**src/sv/enfa_pkg.sv**
```systemverilog
// Shared types and constants for the lambda-NFA word acceptor.
// Used by the channel interfaces and by the front, queue, back and top modules; no dependencies.
`default_nettype none
package enfa_pkg;

  // Automaton geometry
  localparam int NUM_STATES  = 16;
  localparam int NUM_SYMBOLS = 16;
  localparam int STATE_W     = $clog2(NUM_STATES);
  localparam int SYM_W       = $clog2(NUM_SYMBOLS);
  localparam int SET_W       = NUM_STATES;
  localparam int CHAR_W      = 8;
  localparam int MV_DEPTH    = NUM_STATES * NUM_SYMBOLS;
  localparam int MV_ADDR_W   = $clog2(MV_DEPTH);

  localparam logic [SET_W-1:0] STATE_MASK = {SET_W{1'b1}};

  // Queue between the front and the back
  localparam int QUEUE_DEPTH = 2;
  localparam int QPTR_W      = $clog2(QUEUE_DEPTH);
  localparam int QCNT_W      = $clog2(QUEUE_DEPTH + 1);

  // Configuration registers
  localparam int CFG_IDX_W  = 1;
  localparam int CFG_DATA_W = SET_W;
  localparam logic [CFG_IDX_W-1:0] CFG_IDX_START = 1'b0;
  localparam logic [CFG_IDX_W-1:0] CFG_IDX_MASK  = 1'b1;

  // Item function codes
  typedef enum logic [1:0] {
    FUNC_MOVE_ROW   = 2'd0,
    FUNC_LAMBDA_ROW = 2'd1,
    FUNC_ALPHA      = 2'd2,
    FUNC_FEED       = 2'd3
  } func_t;

  // Configuration register contents
  typedef struct packed {
    logic [STATE_W-1:0] start_state;
    logic [SET_W-1:0]   accept_mask;
  } cfg_t;

  // Classified item handed from the front to the back
  typedef struct packed {
    func_t              func;
    logic [STATE_W-1:0] src;
    logic [SYM_W-1:0]   sym;
    logic               found;
    logic [SET_W-1:0]   targets;
    logic               last;
  } qent_t;

  // Back status seen by the top level
  typedef struct packed {
    logic busy;
  } bk_stat_t;

endpackage
`default_nettype wire

```
**src/sv/enfa_queue.sv**
```systemverilog
// Short FIFO of classified items between the front and the back.
// Depends on enfa_pkg.
`default_nettype none
module enfa_queue (
  input  wire logic           clk,
  input  wire logic           rst_n,
  input  wire logic           push,
  input  wire enfa_pkg::qent_t push_data,
  output logic                full,
  input  wire logic           pop,
  output enfa_pkg::qent_t     pop_data,
  output logic                empty
);
  import enfa_pkg::*;

  qent_t              ent_r [QUEUE_DEPTH];
  logic [QPTR_W-1:0]  wr_ptr_r, wr_ptr_nxt;
  logic [QPTR_W-1:0]  rd_ptr_r, rd_ptr_nxt;
  logic [QCNT_W-1:0]  cnt_r, cnt_nxt;

  assign full     = (cnt_r == QCNT_W'(QUEUE_DEPTH));
  assign empty    = (cnt_r == '0);
  assign pop_data = ent_r[rd_ptr_r];

  // Advance pointers and occupancy
  always_comb begin
    wr_ptr_nxt = push ? QPTR_W'(wr_ptr_r + 1'b1) : wr_ptr_r;
    rd_ptr_nxt = pop  ? QPTR_W'(rd_ptr_r + 1'b1) : rd_ptr_r;
    cnt_nxt    = cnt_r;
    if (push && !pop) begin
      cnt_nxt = QCNT_W'(cnt_r + 1'b1);
    end else if (pop && !push) begin
      cnt_nxt = QCNT_W'(cnt_r - 1'b1);
    end
  end

  always_ff @(posedge clk) begin
    if (!rst_n) begin
      wr_ptr_r <= '0;
      rd_ptr_r <= '0;
      cnt_r    <= '0;
    end else begin
      wr_ptr_r <= wr_ptr_nxt;
      rd_ptr_r <= rd_ptr_nxt;
      cnt_r    <= cnt_nxt;
    end
  end

  // Store entries
  always_ff @(posedge clk) begin
    if (push) begin
      ent_r[wr_ptr_r] <= push_data;
    end
  end

endmodule
`default_nettype wire

```
**config.mk**
```make
export PLATFORM = sky130hd
export DESIGN_NAME = enfa_queue
export DESIGN_NICKNAME = d
export VERILOG_FILES = /design/src/sv/enfa_pkg.sv /design/src/sv/enfa_queue.sv
export SDC_FILE = /design/constraint.sdc
export NUM_CORES = 1
export LEC_CHECK = 0
export ABC_AREA = 1
export ABC_CLOCK_PERIOD_IN_PS = 2810
export BUFFER_PORTS_ARGS = -buffer_cell sky130_fd_sc_hd__buf_2
export CAP_MARGIN = 20
export CORE_ASPECT_RATIO = 2
export CORE_MARGIN = 2
export CORE_UTILIZATION = 50
export CTS_BUF_LIST = sky130_fd_sc_hd__clkbuf_16
export CTS_CLUSTER_DIAMETER = 30
export DETAILED_ROUTE_END_ITERATION = 16
export PLACE_DENSITY = 0.76
export SLEW_MARGIN = 10
export SYNTH_ARGS = -nofsm -noshare
export SYNTH_HDL_FRONTEND = slang
export SYNTH_SLANG_ARGS = --single-unit
```
**constraint.sdc**
```tcl
create_clock -name clk -period 2.81 [get_ports clk]
set_input_delay 0.7025 -clock clk [delete_from_list [all_inputs] [get_ports clk]]
set_output_delay 0.7025 -clock clk [all_outputs]
set_load 0.005 [all_outputs]
```
# After elaboration in Yosys (flattened, before gate mapping)
# Memories as Yosys holds them, arrays and structs flattened. A register that Yosys moved wholly into a read port is not among the register bits.
# Cells that the tools add are included.
[classes] add_sub_neg=4 mul=0 div_mod_pow=0 n_lt_le_gt_ge=0 n_eq_ne=1 shift=0 mux=6 bitwise=0 n_reduce_logical=6
[ops] op="1-bit 2-to-1 mux" n=4
[ops] op="2-bit 2-to-1 mux" n=2
[ops] op="1-bit adder, second input constant" n=2
[ops] op="2-bit by 1-bit adder with 2-bit output, second input constant" n=1
[ops] op="2-bit equality test, second input constant" n=1
[ops] op="1-bit logical AND" n=2
[ops] op="1-bit logical NOT" n=2
[ops] op="2-bit logical NOT" n=1
[ops] op="2-bit nonzero test" n=1
[ops] op="2-bit by 1-bit subtractor with 2-bit output, second input constant" n=1
[totals] reg_bits=4 latch_bits=0 ramBits=56 mem_bits_ro=0 input_bits=32 output_inout_bits=30 elab_cells=21 memories=1
[mem_list] memory="ent_r" depth=2 width=28 read_ports=1 rd_clocked_by_memory_dff=1 write_ports=1 line="enfa_queue.sv:16" text="qent_t ent_r [QUEUE_DEPTH];"

# Longest topological paths before layout
[depth] ltp_word=4 mapped_depth=8 mapped_depth_nobuf=8

# Worst setup path before layout
# No wires, ideal clock.
[synth_timing] path_kind="input to register" from="input port push" to="memory ent_r[0][0] (netlist name), enable pin" setup_ps=413 arrival_time_ps=1925 required_time_ps=2397 setup_slack_ps=472 cell_stages=2 path_buffers=0 path_cell_list="inv_1 > nor2_1"
[synth_between] elab_chain_len=2
[synth_lines] item="start: declaration" line="enfa_queue.sv:7" text="input wire logic push,"
[synth_lines] item="1-bit 2-to-1 mux" line="enfa_queue.sv:51" text="if (push) begin"
[synth_lines] item="1-bit 2-to-1 mux (not written as such)" line="enfa_queue.sv:52" text="ent_r[wr_ptr_r] <= push_data;"
[synth_lines] item="end: declaration" line="enfa_queue.sv:16"
# No other way between the ends.

==> reports/metrics.yaml <==
status: "finished, final reports clean"
place.gp.congestion: 0.650
track_usage_pct: 15.4
syn_nets: 155
avgViaCountPerCell: 4.92
num_vias: 1255
antennaDiodeCount: 0
final_cells: 255
hold_buffers: 0
cts.sinks: 61
crit_required_ns: 2.11
grt_setup_unrepaired: "no"
drt_iter0_drc: 29
hp-class: "flip-flop to flip-flop"
endpoint_kind: "output port"
netlist_instances: 122
avgRoutedWirePerCell_um: 14.7
netlist_area_sq_um: 2350
final_common_cell: "buf_2"
cts_buffer_depth: 2
crit_chain: "buf_4 -> mux2_4 -> buf_2"
drc_errors: 0
antenna_found_initial: 0
post_cts_buffers: 0
nets: 228
worst_setup_path_start_kind: "flip-flop"
die_area_sq_um: 5300
dr.pass1.iters: 4
post-route-min-period_ns: 2.31
final_max_slew_viol_count: 0
skew_ns: 0.00411
drive_gt1_share_pct: 53.5
slowest_stage: "dfxtp_2"
fin_crit_sh_pct: 82.4
cts_resized: 0
cts_root_buf: "clkbuf_16"
cts_inserted_buffers: 9
path_max_fanout: 16
cts_tree: "built"
fillers: 339
powerDensity_nw_per_um2: 804
cts_max_level: 3
syn2layout_area_growth_pct: 29.2
drt_wl_total_um: 3750
overflow: 0
ir_drop_mv: 0.648
ys_ff_latch: 61
tns_ns: 0
syn_avg_cell_area_sq_um: 19.3
port_buffers: 61
grt_max_degree: 21
clock_latency_ns: 0.31
critPathKind: "flip-flop to output port"
dp.cells: 239
yosysSeqAreaShare_pct: 75.8
start_util_pct: 51.6
io_pins: 62
layout_common_cells: "buf_2, edfxtp_1, mux2_4"
grt_pass1_wl_um: 5700
whs_ns: 0.506
cp_slowest_stage_delay_ns: 0.57
design.core.area_sq_um: 4550
p_leak_uw: 0.00127
slew_headroom_pct: 65.6
tightest_slew_ns: 0.515
fp.dieW_um: 52.5
rows: 35
crit_arrival_ns: 1.61
finalSetupViolations: 0
final_hold_viol_count: 0
ys_warn_count: 0
fmax_mhz: 432
ant_nets: 0
timing.max_cap.violations: 0
dp_hpwl_um: 2740
clk_pin_slew_ns: 0.05
grt_pass1_vias: 1367
die_height_um: 101
synth.distinct_cells: 14
## registers in the layout, summed over array words and instances (netlist names), named ones only
name      cells
ent_r        56
cnt_r         2
wr_ptr_r      1
rd_ptr_r      1
## per-layer routing
metal  vias up  global-route usage, %  wire [um]
li1        602                      -          -
met1       599                   13.9       1300
met2        45                   27.4       2150
met3         9                   5.64        215
met4         0                   9.47         85
met5         -                      0          0
## path summary, 6_finish.rpt
check	startpoint	to	slack, ns	depth (start not counted)
worst max-delay path	flip-flop	pop_data[2]	0.50	3
worst min-delay path	rd_ptr_r	rd_ptr_r	0.51	2
worst max register to register	wr_ptr_r	ent_r[0][9]	1.34	2
worst min register to register	rd_ptr_r	rd_ptr_r	0.51	2
## metrics by stage
step | util (%) | worst slack, ns | power, uW | area [sq um]
2_1_floorplan | - | 0.472 | 1200 | 2350
3_3_place_gp | 59.5 | 0.842 | 1270 | 2710
3_5_place_dp | 59.5 | 0.787 | 1280 | 2710
4_1_cts | 66.7 | 0.467 | 2470 | 3040
5_1_grt | 66.7 | 0.415 | 2520 | 3040
6_report | 66.7 | 0.495 | 2440 | 3040
## where the power goes
part	internal (uW)	switching, uW	total, uW
sequential	1050	21.6	1070
combinational	104	84.1	188
clock	850	333	1180
## cells in the mapped netlist, drive strengths merged
cell type	number	share of area, %
a21oi	1	0.21
buf	3	2.2
dfxtp	5	4.3
edfxtp	56	72
ha	1	0.53
inv	8	1.3
mux2	28	17
nand2	8	1.3
nand3	1	0.21
nand4	1	0.27
nor2	9	1.4
o21ai	1	0.21
## area by class of cell
| type | count | area [sq um] | area share (%) |
|---|---|---|---|
| sequential | 61 | 1780 | 58.7 |
| multi-input combinational | 50 | 490 | 16.1 |
| timing repair buffer | 65 | 335 | 11.0 |
| clock buffer | 9 | 225 | 7.41 |
| clock inverter | 7 | 105 | 3.46 |
| tap | 55 | 68.8 | 2.27 |
| inverter | 8 | 30.0 | 0.988 |
## worst max-delay path, delay by kind of cell (launching register included)
kind	cells	cell delay, ns
buffers and inverters	2	0.40
flip-flops	1	0.57
multiplexers	1	0.32
## cells by family (layout without fill, tap and decap cells)
kind of cell / count (synthesis) / in the layout / synth area share, %
buf+inv: 11 / 89 / 3.46
compound gates: 2 / 2 / 0.425
fa+ha+maj: 1 / 1 / 0.532
flops: 61 / 61 / 75.8
mux: 28 / 28 / 16.6
simple gates: 19 / 19 / 3.19
(Power assumes the default switching activity.)
