<file path="config.mk">
export PLATFORM = sky130hd
export DESIGN_NAME = enfa_front_flat
export DESIGN_NICKNAME = d
export VERILOG_FILES = /design/src/sv/enfa_pkg.sv /design/src/sv/enfa_ifs.sv /design/src/sv/enfa_front.sv /design/src/flat_wrapper.sv
export SDC_FILE = /design/constraint.sdc
export NUM_CORES = 1
export LEC_CHECK = 0
export ABC_CLOCK_PERIOD_IN_PS = 5200
export BUFFER_PORTS_ARGS = -buffer_cell sky130_fd_sc_hd__clkbuf_2
export CAP_MARGIN = 15
export CORE_AREA = 4 4 108 152
export CTS_BUF_LIST = sky130_fd_sc_hd__clkbuf_4 sky130_fd_sc_hd__clkbuf_8
export CTS_CLUSTER_DIAMETER = 50
export DETAILED_ROUTE_END_ITERATION = 10
export DIE_AREA = 0 0 112 156
export HOLD_SLACK_MARGIN = 0.08
export SETUP_SLACK_MARGIN = 0.2
export SLEW_MARGIN = 20
export SYNTH_ARGS = -nofsm -noshare
export SYNTH_HDL_FRONTEND = slang
export SYNTH_SLANG_ARGS = --single-unit
</file>
<file path="constraint.sdc">
create_clock -name clk -period 5.2 [get_ports clk]
set_input_delay 0.52 -clock clk [delete_from_list [all_inputs] [get_ports clk]]
set_output_delay 0.52 -clock clk [all_outputs]
set_load 0.005 [all_outputs]
</file>
<file path="src/sv/enfa_pkg.sv">
// Shared types and constants for the lambda-NFA word acceptor.
// Used by the channel interfaces and by the front, queue, back and top modules; no dependencies.
`default_nettype none
package enfa_pkg;

  // Automaton geometry
  localparam int NUM_STATES  = 16;
  localparam int NUM_SYMBOLS = 16;
  localparam int STATE_W     = $clog2(NUM_STATES);
  localparam int SYM_W       = $clog2(NUM_SYMBOLS);
  localparam int SET_W       = NUM_STATES;
  localparam int CHAR_W      = 8;
  localparam int MV_DEPTH    = NUM_STATES * NUM_SYMBOLS;
  localparam int MV_ADDR_W   = $clog2(MV_DEPTH);

  localparam logic [SET_W-1:0] STATE_MASK = {SET_W{1'b1}};

  // Queue between the front and the back
  localparam int QUEUE_DEPTH = 2;
  localparam int QPTR_W      = $clog2(QUEUE_DEPTH);
  localparam int QCNT_W      = $clog2(QUEUE_DEPTH + 1);

  // Configuration registers
  localparam int CFG_IDX_W  = 1;
  localparam int CFG_DATA_W = SET_W;
  localparam logic [CFG_IDX_W-1:0] CFG_IDX_START = 1'b0;
  localparam logic [CFG_IDX_W-1:0] CFG_IDX_MASK  = 1'b1;

  // Item function codes
  typedef enum logic [1:0] {
    FUNC_MOVE_ROW   = 2'd0,
    FUNC_LAMBDA_ROW = 2'd1,
    FUNC_ALPHA      = 2'd2,
    FUNC_FEED       = 2'd3
  } func_t;

  // Configuration register contents
  typedef struct packed {
    logic [STATE_W-1:0] start_state;
    logic [SET_W-1:0]   accept_mask;
  } cfg_t;

  // Classified item handed from the front to the back
  typedef struct packed {
    func_t              func;
    logic [STATE_W-1:0] src;
    logic [SYM_W-1:0]   sym;
    logic               found;
    logic [SET_W-1:0]   targets;
    logic               last;
  } qent_t;

  // Back status seen by the top level
  typedef struct packed {
    logic busy;
  } bk_stat_t;

endpackage
`default_nettype wire

</file>
<file path="src/sv/enfa_ifs.sv">
// Valid/ready channel interfaces for item input and result output.
// Depends on enfa_pkg for field widths.
`default_nettype none
interface enfa_in_if;
  import enfa_pkg::*;

  logic                valid;
  logic                ready;
  logic [1:0]          func;
  logic [STATE_W-1:0]  source_state;
  logic [SYM_W-1:0]    symbol_index;
  logic [CHAR_W-1:0]   character;
  logic [SET_W-1:0]    target_set;
  logic                last_char;

  modport source (
    output valid, func, source_state, symbol_index, character, target_set, last_char,
    input  ready
  );
  modport sink (
    input  valid, func, source_state, symbol_index, character, target_set, last_char,
    output ready
  );
endinterface

`default_nettype wire

</file>
<file path="src/sv/enfa_front.sv">
// Front end: accepts items, applies alphabet writes and maps characters to symbols.
// Depends on enfa_pkg and enfa_in_if; pushes classified items into enfa_queue.
`default_nettype none
module enfa_front (
  input  wire logic           clk,
  input  wire logic           rst_n,
  enfa_in_if.sink             in_ch,
  output logic                q_push,
  output enfa_pkg::qent_t     q_entry,
  input  wire logic           q_full
);
  import enfa_pkg::*;

  logic [NUM_SYMBOLS-1:0][CHAR_W-1:0] alpha_chr_r;
  logic [NUM_SYMBOLS-1:0]             alpha_vld_r;
  logic [NUM_SYMBOLS-1:0]             hit;
  logic [SYM_W-1:0]                   hit_idx;
  logic                               accept;
  func_t                              func;

  assign func        = func_t'(in_ch.func);
  assign in_ch.ready = !q_full;
  assign accept      = in_ch.valid && in_ch.ready;

  // Compare the character against every defined entry, lowest index wins
  always_comb begin
    hit_idx = '0;
    for (int k = 0; k < NUM_SYMBOLS; k++) begin
      hit[k] = alpha_vld_r[k] && (alpha_chr_r[k] == in_ch.character);
    end
    for (int k = NUM_SYMBOLS - 1; k >= 0; k--) begin
      if (hit[k]) begin
        hit_idx = SYM_W'(k);
      end
    end
  end

  // Build the queue entry; alphabet writes stay here
  always_comb begin
    q_push          = accept && (func != FUNC_ALPHA);
    q_entry.func    = func;
    q_entry.src     = in_ch.source_state;
    q_entry.sym     = (func == FUNC_FEED) ? hit_idx : in_ch.symbol_index;
    q_entry.found   = |hit;
    q_entry.targets = in_ch.target_set & STATE_MASK;
    q_entry.last    = in_ch.last_char;
  end

  // Alphabet valid bits
  always_ff @(posedge clk) begin
    if (!rst_n) begin
      alpha_vld_r <= '0;
    end else if (accept && (func == FUNC_ALPHA)) begin
      alpha_vld_r[in_ch.symbol_index] <= 1'b1;
    end
  end

  // Alphabet characters
  always_ff @(posedge clk) begin
    if (accept && (func == FUNC_ALPHA)) begin
      alpha_chr_r[in_ch.symbol_index] <= in_ch.character;
    end
  end

endmodule
`default_nettype wire

</file>
<file path="src/flat_wrapper.sv">
// flat-port wrapper written by rule: the top's interface ports become plain ports
module enfa_front_flat import enfa_pkg::*;
  (clk, rst_n, q_push, q_entry, q_full, in_ch_valid, in_ch_func, in_ch_source_state, in_ch_symbol_index, in_ch_character, in_ch_target_set, in_ch_last_char, in_ch_ready);
  enfa_in_if in_ch_i ();
  input  wire logic clk;
  input  wire logic rst_n;
  output logic q_push;
  output enfa_pkg::qent_t q_entry;
  input  wire logic q_full;
  input wire logic [$bits(in_ch_i.valid)-1:0] in_ch_valid;
  input wire logic [$bits(in_ch_i.func)-1:0] in_ch_func;
  input wire logic [$bits(in_ch_i.source_state)-1:0] in_ch_source_state;
  input wire logic [$bits(in_ch_i.symbol_index)-1:0] in_ch_symbol_index;
  input wire logic [$bits(in_ch_i.character)-1:0] in_ch_character;
  input wire logic [$bits(in_ch_i.target_set)-1:0] in_ch_target_set;
  input wire logic [$bits(in_ch_i.last_char)-1:0] in_ch_last_char;
  output wire logic [$bits(in_ch_i.ready)-1:0] in_ch_ready;
  assign in_ch_i.valid = in_ch_valid;
  assign in_ch_i.func = in_ch_func;
  assign in_ch_i.source_state = in_ch_source_state;
  assign in_ch_i.symbol_index = in_ch_symbol_index;
  assign in_ch_i.character = in_ch_character;
  assign in_ch_i.target_set = in_ch_target_set;
  assign in_ch_i.last_char = in_ch_last_char;
  assign in_ch_ready = in_ch_i.ready;
  enfa_front u_core (.clk(clk), .rst_n(rst_n), .in_ch(in_ch_i), .q_push(q_push), .q_entry(q_entry), .q_full(q_full));
endmodule
</file>
* Word-level counts from Yosys, hierarchy flattened
Index checks and enable logic that the tools add are counted.
Word-level totals: register bits after elaboration 144, input port bits 39, output and inout bits 30, logic and storage cells 83
Operators by class: $lt $le $gt $ge 2, equal/unequal tests 19, mux-type cells 22, bitwise operators 1, reduce and logical (&&, ||, !) cells 22
Operators by type and width (count):
- bitwise mux 128 bit | 1
- == test 8 bit | 16
- 2-to-1 mux 4 bit | 17
- demux 8 bit (select 4 bit) | 1
- logical AND 1 bit | 20
- OR 16 bit | 1
- OR reduction 16 bit | 1
- 2-to-1 mux 8 bit | 1
- less-than comparator 4 x 5 -> 1 bit (second input constant) | 1
- demux 1 bit (select 4 bit) | 1
- == test 2 bit (second input constant) | 2
- greater-or-equal comparator 4 x 1 -> 1 bit (second input constant) | 1
- inequality test 2 bit (second input constant) | 1
- logical NOT 1 bit | 1
- 2-to-1 mux 1 bit | 1

* Longest topological paths before layout
Gate-level depths: netlist (run 1).
word-level depth 19, mapped depth 8, mapped depth without buffers 6

* Least setup slack after synthesis (run 1)
No wires, ideal clock.
path type input-to-output, start input port in_ch_character[4], end output port q_entry[18] in the netlist's numbering, arrival time 1898 ps, required time 4680 ps, slack 2782 ps, stages 8, path buffers 2, cells stage by stage buf_6 > buf_12 > xnor2_4 > nand3_2 > or3_1 > a211o_1 > a211oi_2 > a22oi_1
RTL lines:
- from (decl) | RTL line flat_wrapper.sv:14 | input wire logic [$bits(in_ch_i.character)-1:0] in_ch_character;
- to (decl) | RTL line flat_wrapper.sv:8 | output enfa_pkg::qent_t q_entry;

==> impl_results.md, run 1 <==
- Status: finished clean
- CP Cell Sequence: clkbuf_2 > buf_4 > xnor2_1 > nand4_1 > nor3_1 > nand4b_1 > a21boi_0 > o31ai_1 > clkbuf_2
- Final Cell Area: 7140 um2
- Slowest CP cell: clkbuf_2
- CP Launch Type: input pin
- Headroom to the max-slew limit: 0.338
- Mean area per synthesized cell: 14.3 um2
- CP peak stage delay: 520 ps
- Hold Vio Cnt, Final: 0
- RR Endpoint: u_core.alpha_vld_r[4]
- Synthesis-to-layout area growth: 6.98%
- Diode count: 0
- Slew Limit Fails: 0
- TNS Setup: 0 ps
- Commonest cells after routing, fill and taps aside: edfxtp_1 (128), xnor2_1 (113), clkbuf_2 (26), nor3_1 (24), nand2_1 (19)
- Detail Placement HPWL: 7.85 mm
- Crit path time final: 3370 ps
- Pre-antenna DRT Iters: 4
- Fin crit share: 0.648
- Worst Reg2Reg Path Length in Cells: 1
- Flop2flop setup slack: 4600 ps
- Chip height: 156 um
- Via count: 3465
- Placement row count: 53
- Fill cells: 1330
- Syn Inst Count: 467
- WP data arrival: 2850 ps
- Max VDD drop: 163 uV
- Hold Path Origin: u_core.alpha_vld_r[2]
- Share of cells above drive strength 1: 0.156
- Clk Latency, worst-skew pair: 420 ps
- Main synth FF type: edfxtp_1
- Routed Antenna Nets: 0
- IO Port Bufs: 26
- CTS H-Tree Depth: 4
- Hold Crit Endpoint: u_core.alpha_vld_r[2]
- Reg2reg start: u_core.alpha_vld_r[4]
- Die Area: 17500 um2
- CTS Sinks: 144
- Hold Path Class: reg2reg
- CTS buffer count: 17
- Worst Path Max Fanout: 22
- Effective utilization at floorplan: 0.447
- Most common cell after layout, fill and taps aside: edfxtp_1
- DRT Wirelength: 12.3 mm
- Initial antenna violation count: 0
- Largest net degree at the start of global routing: 33
- Resized cells post-CTS: 0
- Vias per std cell: 5.10
- # setup viols final: 0
- Synthesized flop and latch total: 144
- Leak: 0.00219 uW
- Max_cap viols: 0
- Pwr/cell area: 343 nW/um2
- Hold Path Depth: 1
- Fraction of registers with async set/reset: 0
- Reg area: 4160 um2
- Fin Hold WS: 469 ps
- Drt wl/cell: 18.2 um
- Crit path kind: in2out
- Worst-path clk slew: 70 ps
- CP Capture Type: output pin
- Hold_buf cts: 0
- Setup bufs post-CTS: 0
- 1st-iter DRT viols: 152
- Ports: 69
- Core area: 14900 um2
- CTS tree: done
- Required @ worst endpoint: 4680 ps
- Max Fclk: 297 MHz
- Cell Area, Synth: 6670 um2
- Number of global-route vias before repair: 3542
- Grt ovf: 0
- Yosys warnings: 0
- Final Non-Filler Cells: 679
- Register area share after synthesis: 0.624
- Unrepaired setup endpoints after global routing: no
- Maximum root-to-sink buffer count: 2
- Total track usage: 0.147
- Placed insts: 647
- Number of synthesized flops with an enable pin: 128
- Die Span X: 112 um
- Worst slew pin tran: 993 ps
- Root buf cell: clkbuf_8
- Unique masters post-synth: 47
- Gpl congestion: 0.768
- Clock skew: 0 ps
- Area of the multi-input gates: 2090 um2
- Post-route DRC: 0
- Cell mode on critical path: clkbuf_2
- Nets: 513
- DP Area: 6650 um2
- First-pass GRT wire length: 19.4 mm
- Syn Nets: 506
[critical path: cells and delay by family]
kind | cells | cell delay (ps)
AND/OR/NAND/NOR | 3 | 800
AO/OA/AOI/OAI | 2 | 380
XOR/XNOR | 1 | 140
buffers and inverters | 3 | 1000
[worst max-delay path by stage]
stage / startpoint / endpoint / slack [ps] / cells after the start
after floorplan: in_ch_character[4] / q_entry[18] / 2780 / 8
after global routing: in_ch_character[3] / q_entry[18] / 1640 / 8
final: in_ch_character[2] / q_entry[20] / 1830 / 9
after CTS: in_ch_character[2] / q_entry[20] / 1730 / 9
after global placement: in_ch_character[2] / q_entry[20] / 1840 / 9
after detailed placement: in_ch_character[2] / q_entry[20] / 1740 / 9
[synth_stat cells, drive strengths merged (2+ instances only)]
library cell	n	area, um2
xnor2	121	1140
nand2b	5	31.3
and2	3	18.8
nor3b	2	15.0
nor2b	2	15.0
a211oi	3	27.5
nand2	20	77.6
nand3	16	85.1
buf	40	417
nor2	17	63.8
o31ai	2	15.0
nor4	4	31.3
o21a	16	120
xor2	7	61.3
nor3	26	130
o21ai	3	15.0
edfxtp	128	3840
nand4	16	106
or3	6	37.5
dfxtp	16	320
[state kept, by name, summed over array words and instances, names as in the netlist]
name / flops
u_core.alpha_chr_r: 128
u_core.alpha_vld_r: 16
[layer usage]
metal | routed length, um | vias to the layer above | global-route usage
li1 | - | 1659 | -
met1 | 5340 | 1726 | 0.180
met2 | 6180 | 59 | 0.251
met3 | 607 | 21 | 0.0369
met4 | 225 | 0 | 0.0538
met5 | 0 | - | 0
[layout make-up]
class                      instances  area share
clock buffer                      19      0.0349
clock inverter                    13      0.0328
inverter                           1    0.000526
multi-input combinational        281       0.293
sequential                       144       0.583
tap                              192      0.0337
timing repair buffer              29      0.0214
[cell families after synthesis]
kind of cell,Yosys count,synth area share
flops,144,0.624
xor+xnor,128,0.180
compound gates,31,0.0345
simple gates,122,0.0973
buf+inv,42,0.0636
[power by group]
group | total [uW] | switching [uW] | internal, uW
registers | 1260 | 1.80 | 1260
logic | 131 | 80.2 | 51.0
clock network | 1050 | 420 | 633
[per-stage QoR]
step / total power [uW] / utilization / setup WS, ps
6_report: 2450 / 0.478 / 1830
5_1_grt: 2540 / 0.478 / 1640
4_1_cts: 2470 / 0.478 / 1730
3_5_place_dp: 1420 / 0.446 / 1740
3_3_place_gp: 1420 / 0.445 / 1840
2_1_floorplan: 1410 / - / 2780
Power figures use the tool's default switching activity.
==> run 2, diff against run 1 <==
--- a/config.mk
+++ b/config.mk
@@ -5,7 +5,7 @@
 export SDC_FILE = /design/constraint.sdc
 export NUM_CORES = 1
 export LEC_CHECK = 0
-export ABC_CLOCK_PERIOD_IN_PS = 5200
+export ABC_CLOCK_PERIOD_IN_PS = 3140
 export BUFFER_PORTS_ARGS = -buffer_cell sky130_fd_sc_hd__clkbuf_2
 export CAP_MARGIN = 15
 export CORE_AREA = 4 4 108 152
==> constraint.sdc (replaced) <==
create_clock -name clk -period 3.14 [get_ports clk]
set_input_delay 0.314 -clock clk [delete_from_list [all_inputs] [get_ports clk]]
set_output_delay 0.314 -clock clk [all_outputs]
set_load 0.005 [all_outputs]
==> impl_results.md, run 2 (synthesis gave the netlist of run 1 again) <==
- Post-route DRC: 0
- Worst-path clk slew: 80 ps
- Synthesis-to-layout area growth: 9.17%
- Nets: 534
- CTS tree: done
- RR Endpoint: u_core.alpha_vld_r[15]
- Initial antenna violation count: 0
- Area of the multi-input gates: 2080 um2
- Ports: 69
- Final total power: 3770 uW
- Pwr/cell area: 518 nW/um2
- CTS Sinks: 144
- Placement row count: 53
- Pre-CTS worst setup slack: 421 ps
- Hold Path Class: in2reg
- Largest registers: u_core.alpha_chr_r (128), u_core.alpha_vld_r (16)
- Clock skew: 0 ps
- Headroom to the max-slew limit: 0.424
- Fill cells: 1299
- Resized cells post-CTS: 0
- Slew Limit Fails: 0
- Crit path kind: in2out
- Worst slew pin tran: 861 ps
- Placed insts: 668
- Chip height: 156 um
- Hold Path Depth: 2
- Hold_buf cts: 0
- Final Util: 0.488
- Die Area: 17500 um2
- Leak: 0.00228 uW
- Status: finished clean
- Max reg flops: 128
- Reg area: 4160 um2
- # setup viols final: 0
- Worst Path Max Fanout: 21
- IO Port Bufs: 26
- DRT Wirelength: 12.9 mm
- Share of cells above drive strength 1: 0.187
- Effective utilization at floorplan: 0.447
- Hold Vio Cnt, Final: 0
- Worst Reg2Reg Path Length in Cells: 1
- Maximum root-to-sink buffer count: 2
- Setup bufs post-CTS: 0
- Required @ worst endpoint: 2830 ps
- Max Fclk: 373 MHz
- Drt wl/cell: 18.4 um
- Unrepaired setup endpoints after global routing: no
- Grt ovf: 0
- Routed Antenna Nets: 0
- CP Capture Type: output pin
- Pre-antenna DRT Iters: 4
- CP Launch Type: input pin
- Die Span X: 112 um
- Max_cap viols: 0
- Largest net degree at the start of global routing: 33
- Core area: 14900 um2
- Final Non-Filler Cells: 700
- TNS Setup: 0 ps
- Most common cell after layout, fill and taps aside: edfxtp_1
- Total track usage: 0.155
- WP data arrival: 2370 ps
- Number of global-route vias before repair: 3718
- Hold Path Origin: in_ch_character[6]
- Via count: 3561
- Reg with most FFs: u_core.alpha_chr_r
- CTS buffer count: 17
- Gpl congestion: 0.790
- Reg2reg start: u_core.alpha_vld_r[15]
- First-pass GRT wire length: 20.5 mm
- Crit path time final: 2680 ps
- Flop2flop setup slack: 2530 ps
- CTS H-Tree Depth: 4
- Root buf cell: clkbuf_8
- Fin worst setup slack: 461 ps
- Commonest cells after routing, fill and taps aside: edfxtp_1 (128), xnor2_1 (113), nor3_1 (26), clkbuf_2 (26), nand2_1 (19)
- Fin crit share: 0.853
- Hold Crit Endpoint: u_core.alpha_chr_r[118]
- Diode count: 0
- Clk Latency, worst-skew pair: 420 ps
- 1st-iter DRT viols: 209
- Vias per std cell: 5.09
- Max VDD drop: 324 uV
- Detail Placement HPWL: 8.40 mm
[run 2: changes by cell type in the layout (fill, tap and decap cells not counted), sizes merged]
| cell | previous run | this run |
|---|---|---|
| clkbuf | 45 | 43 |
| inv | 3 | 5 |
| clkinvlp | 2 | 4 |
| clkinv | 3 | 5 |
| bufinv | 6 | 2 |
| buf | 3 | 24 |
[run 2: critical path, cell delays in order]
cell and delay [ps]:
clkbuf_2 480, buf_4 280, xnor2_1 140, nand3_1 90
nor3_1 360, nor3b_1 310, nor2_1 80, a22oi_1 170
clkbuf_2 140
[run 2: through the flow]
step           area (um2)  hold slack [ps]
3_5_place_dp         6890              453
5_1_grt              7280              328
6_report             7280              349
2_1_floorplan        6670              413
4_1_cts              7280              330
3_3_place_gp         6890              446
[run 2: worst max path at each step]
stage	start	to	slack, ps	cells after the start
2_1_floorplan	in_ch_func[0]	u_core.alpha_chr_r[0]	1090	5
3_3_place_gp	in_ch_character[7]	q_entry[18]	480	9
3_5_place_dp	in_ch_character[7]	q_entry[18]	420	9
4_1_cts	in_ch_character[7]	q_entry[18]	430	9
5_1_grt	in_ch_character[7]	q_entry[21]	270	9
6_report	in_ch_character[7]	q_entry[18]	460	9
[run 2: power by group]
part	total, uW	internal [uW]	switching [uW]
registers	2090	2090	3.00
clock network	1440	714	722
logic	245	105	140
total	3770	2910	865
[run 2: cell type report]
cell class | count | share of cell area
well taps | 192 | 0.0330
clock buffers | 17 | 0.0321
repair buffers | 50 | 0.0546
clock inverters | 15 | 0.0220
flip-flops and latches | 144 | 0.572
inverters | 1 | 0.000515
multi-input cells | 281 | 0.286
[run 2: routing by layer]
layer  global-route usage  vias to the layer above  wire length, um
met1                0.193                     1772             5690
met3               0.0330                       21              489
met2                0.262                       62             6420
met5                    0                        -                0
met4               0.0659                        0              258
li1                     -                     1706                -
==> run 3, diff against run 2 <==
--- a/config.mk
+++ b/config.mk
@@ -8,12 +8,15 @@
 export ABC_CLOCK_PERIOD_IN_PS = 3140
 export BUFFER_PORTS_ARGS = -buffer_cell sky130_fd_sc_hd__clkbuf_2
 export CAP_MARGIN = 15
+export CELL_PAD_IN_SITES_DETAIL_PLACEMENT = 0
+export CELL_PAD_IN_SITES_GLOBAL_PLACEMENT = 1
 export CORE_AREA = 4 4 108 152
 export CTS_BUF_LIST = sky130_fd_sc_hd__clkbuf_4 sky130_fd_sc_hd__clkbuf_8
 export CTS_CLUSTER_DIAMETER = 50
 export DETAILED_ROUTE_END_ITERATION = 10
 export DIE_AREA = 0 0 112 156
 export HOLD_SLACK_MARGIN = 0.08
+export PLACE_DENSITY_LB_ADDON = 0.1
 export SETUP_SLACK_MARGIN = 0.2
 export SLEW_MARGIN = 20
 export SYNTH_ARGS = -nofsm -noshare
==> impl_results.md, run 3 (synthesis gave the netlist of run 1 again) <==
- Clk Latency, worst-skew pair: 420 ps
- WP data arrival: 2340 ps
- Commonest cells after routing, fill and taps aside: edfxtp_1 (128), xnor2_1 (113), nor3_1 (26), clkbuf_2 (26), buf_4 (20)
- Share of cells above drive strength 1: 0.193
- Routed Antenna Nets: 0
- Max reg flops: 128
- Highest routed metal layer: met4
- Die Span X: 112 um
- CP Capture Type: output pin
- Final Non-Filler Cells: 704
- Logic pwr share: 0.065
- Headroom to the max-slew limit: 0.495
- Worst slew pin tran: 755 ps
- RR Endpoint: u_core.alpha_vld_r[8]
- Reg area: 4160 um2
- Fin crit share: 0.844
- Worst-path clk slew: 80 ps
- Hold Vio Cnt, Final: 0
- Switching Share: 0.219
- Placement row count: 53
- Number of global-route vias before repair: 3564
- Largest net degree at the start of global routing: 33
- Max Fclk: 377 MHz
- Met3 wire len: 383 um
- CP Launch Type: register
- Synthesis-to-layout area growth: 10.1%
- TNS Setup: 0 ps
- Pwr/cell area: 522 nW/um2
- IO Port Bufs: 26
- Reg2reg start: u_core.alpha_vld_r[8]
- Ports: 69
- Vias per std cell: 5.02
- Metal2 WL: 6.59 mm
- CTS tree: done
- Clock power share: 0.391
- CTS buffer count: 17
- Reg with most FFs: u_core.alpha_chr_r
- CTS H-Tree Depth: 4
- Max_cap viols: 0
- Total track usage: 0.157
- First-pass GRT wire length: 20.6 mm
- Die Area: 17500 um2
- Slew Limit Fails: 0
- Drt wl/cell: 18.7 um
- Chip height: 156 um
- Hold_buf cts: 0
- Maximum root-to-sink buffer count: 2
- DRT Wirelength: 13.2 mm
- Status: finished clean
- Initial antenna violation count: 0
- Crit path time final: 2650 ps
- Gpl congestion: 0.747
- Resized cells post-CTS: 0
- Area of the multi-input gates: 2080 um2
- Reg power frac: 0.545
- Pint: 3000 uW
- Routed length on met1: 6.07 mm
- Worst setup startpoint: u_core.alpha_chr_r[74]
- Final Util: 0.492
- Nets: 538
- Diode count: 0
- Root buf cell: clkbuf_8
- Required @ worst endpoint: 2830 ps
- Grt ovf: 0
- Pre-antenna DRT Iters: 4
- Clock skew: 0 ps
- Placed insts: 672
- Unrepaired setup endpoints after global routing: no
- Largest registers: u_core.alpha_chr_r (128), u_core.alpha_vld_r (16)
- Worst Path Max Fanout: 2
- Flop2flop setup slack: 2540 ps
- Core area: 14900 um2
- Effective utilization at floorplan: 0.447
- Post-route DRC: 0
- Hold Path Class: in2reg
- Detail Placement HPWL: 8.52 mm
- Setup bufs post-CTS: 0
- Worst Reg2Reg Path Length in Cells: 1
- CP endpoint: q_entry[21]
- Crit path kind: reg2out
- Max VDD drop: 272 uV
- CTS Sinks: 144
- Fill cells: 1339
- P_sw: 840 uW
- 1st-iter DRT viols: 168
- Via count: 3536
- Leak: 0.00232 uW
- Most common cell after layout, fill and taps aside: edfxtp_1
- # setup viols final: 0
run 3: worst min-delay path by stage:
stage | from | to | depth (start not counted)
3_3_place_gp | u_core.alpha_vld_r[3] | u_core.alpha_vld_r[3] | 1
4_1_cts | in_ch_character[2] | u_core.alpha_chr_r[34] | 1
2_1_floorplan | in_ch_character[0] | u_core.alpha_chr_r[0] | 0
6_report | in_ch_character[2] | u_core.alpha_chr_r[34] | 1
5_1_grt | in_ch_character[2] | u_core.alpha_chr_r[34] | 1
3_5_place_dp | u_core.alpha_vld_r[11] | u_core.alpha_vld_r[11] | 1
run 3: worst max-delay path: stages (launching register included):
cell	delay [ps]
edfxtp_1	390
xnor2_1	160
nand4_1	160
nor3_1	470
nor4_2	100
nor2b_2	180
o41ai_1	280
clkbuf_2	170
run 3: layout make-up:
class | count | share of cell area
clock buffer | 19 | 0.0339
clock inverter | 13 | 0.0225
inverter | 1 | 0.000511
multi-input combinational | 281 | 0.284
sequential | 144 | 0.567
tap | 192 | 0.0327
timing repair buffer | 54 | 0.0600
run 3: through the flow:
stage	cell area (um2)	hold slack (ps)	power [uW]	worst slack, ps
2_1_floorplan	6670	413	2330	1090
3_3_place_gp	6930	446	2380	618
5_1_grt	7350	286	3990	294
4_1_cts	7350	287	3890	433
6_report	7350	301	3840	489
3_5_place_dp	6930	453	2390	586
run 3: power by group through the flow:
stage	combinational [uW]	sequential (uW)	clock (uW)
2_1_floorplan	197	2130	0
3_3_place_gp	250	2130	0
3_5_place_dp	253	2130	0
4_1_cts	254	2090	1550
5_1_grt	271	2090	1630
6_report	248	2090	1500
run 3: routing by layer:
metal  track usage  vias up
li1              -     1709
met3        0.0341       13
met2         0.260       63
met5             0        -
met4        0.0544        0
met1         0.205     1751
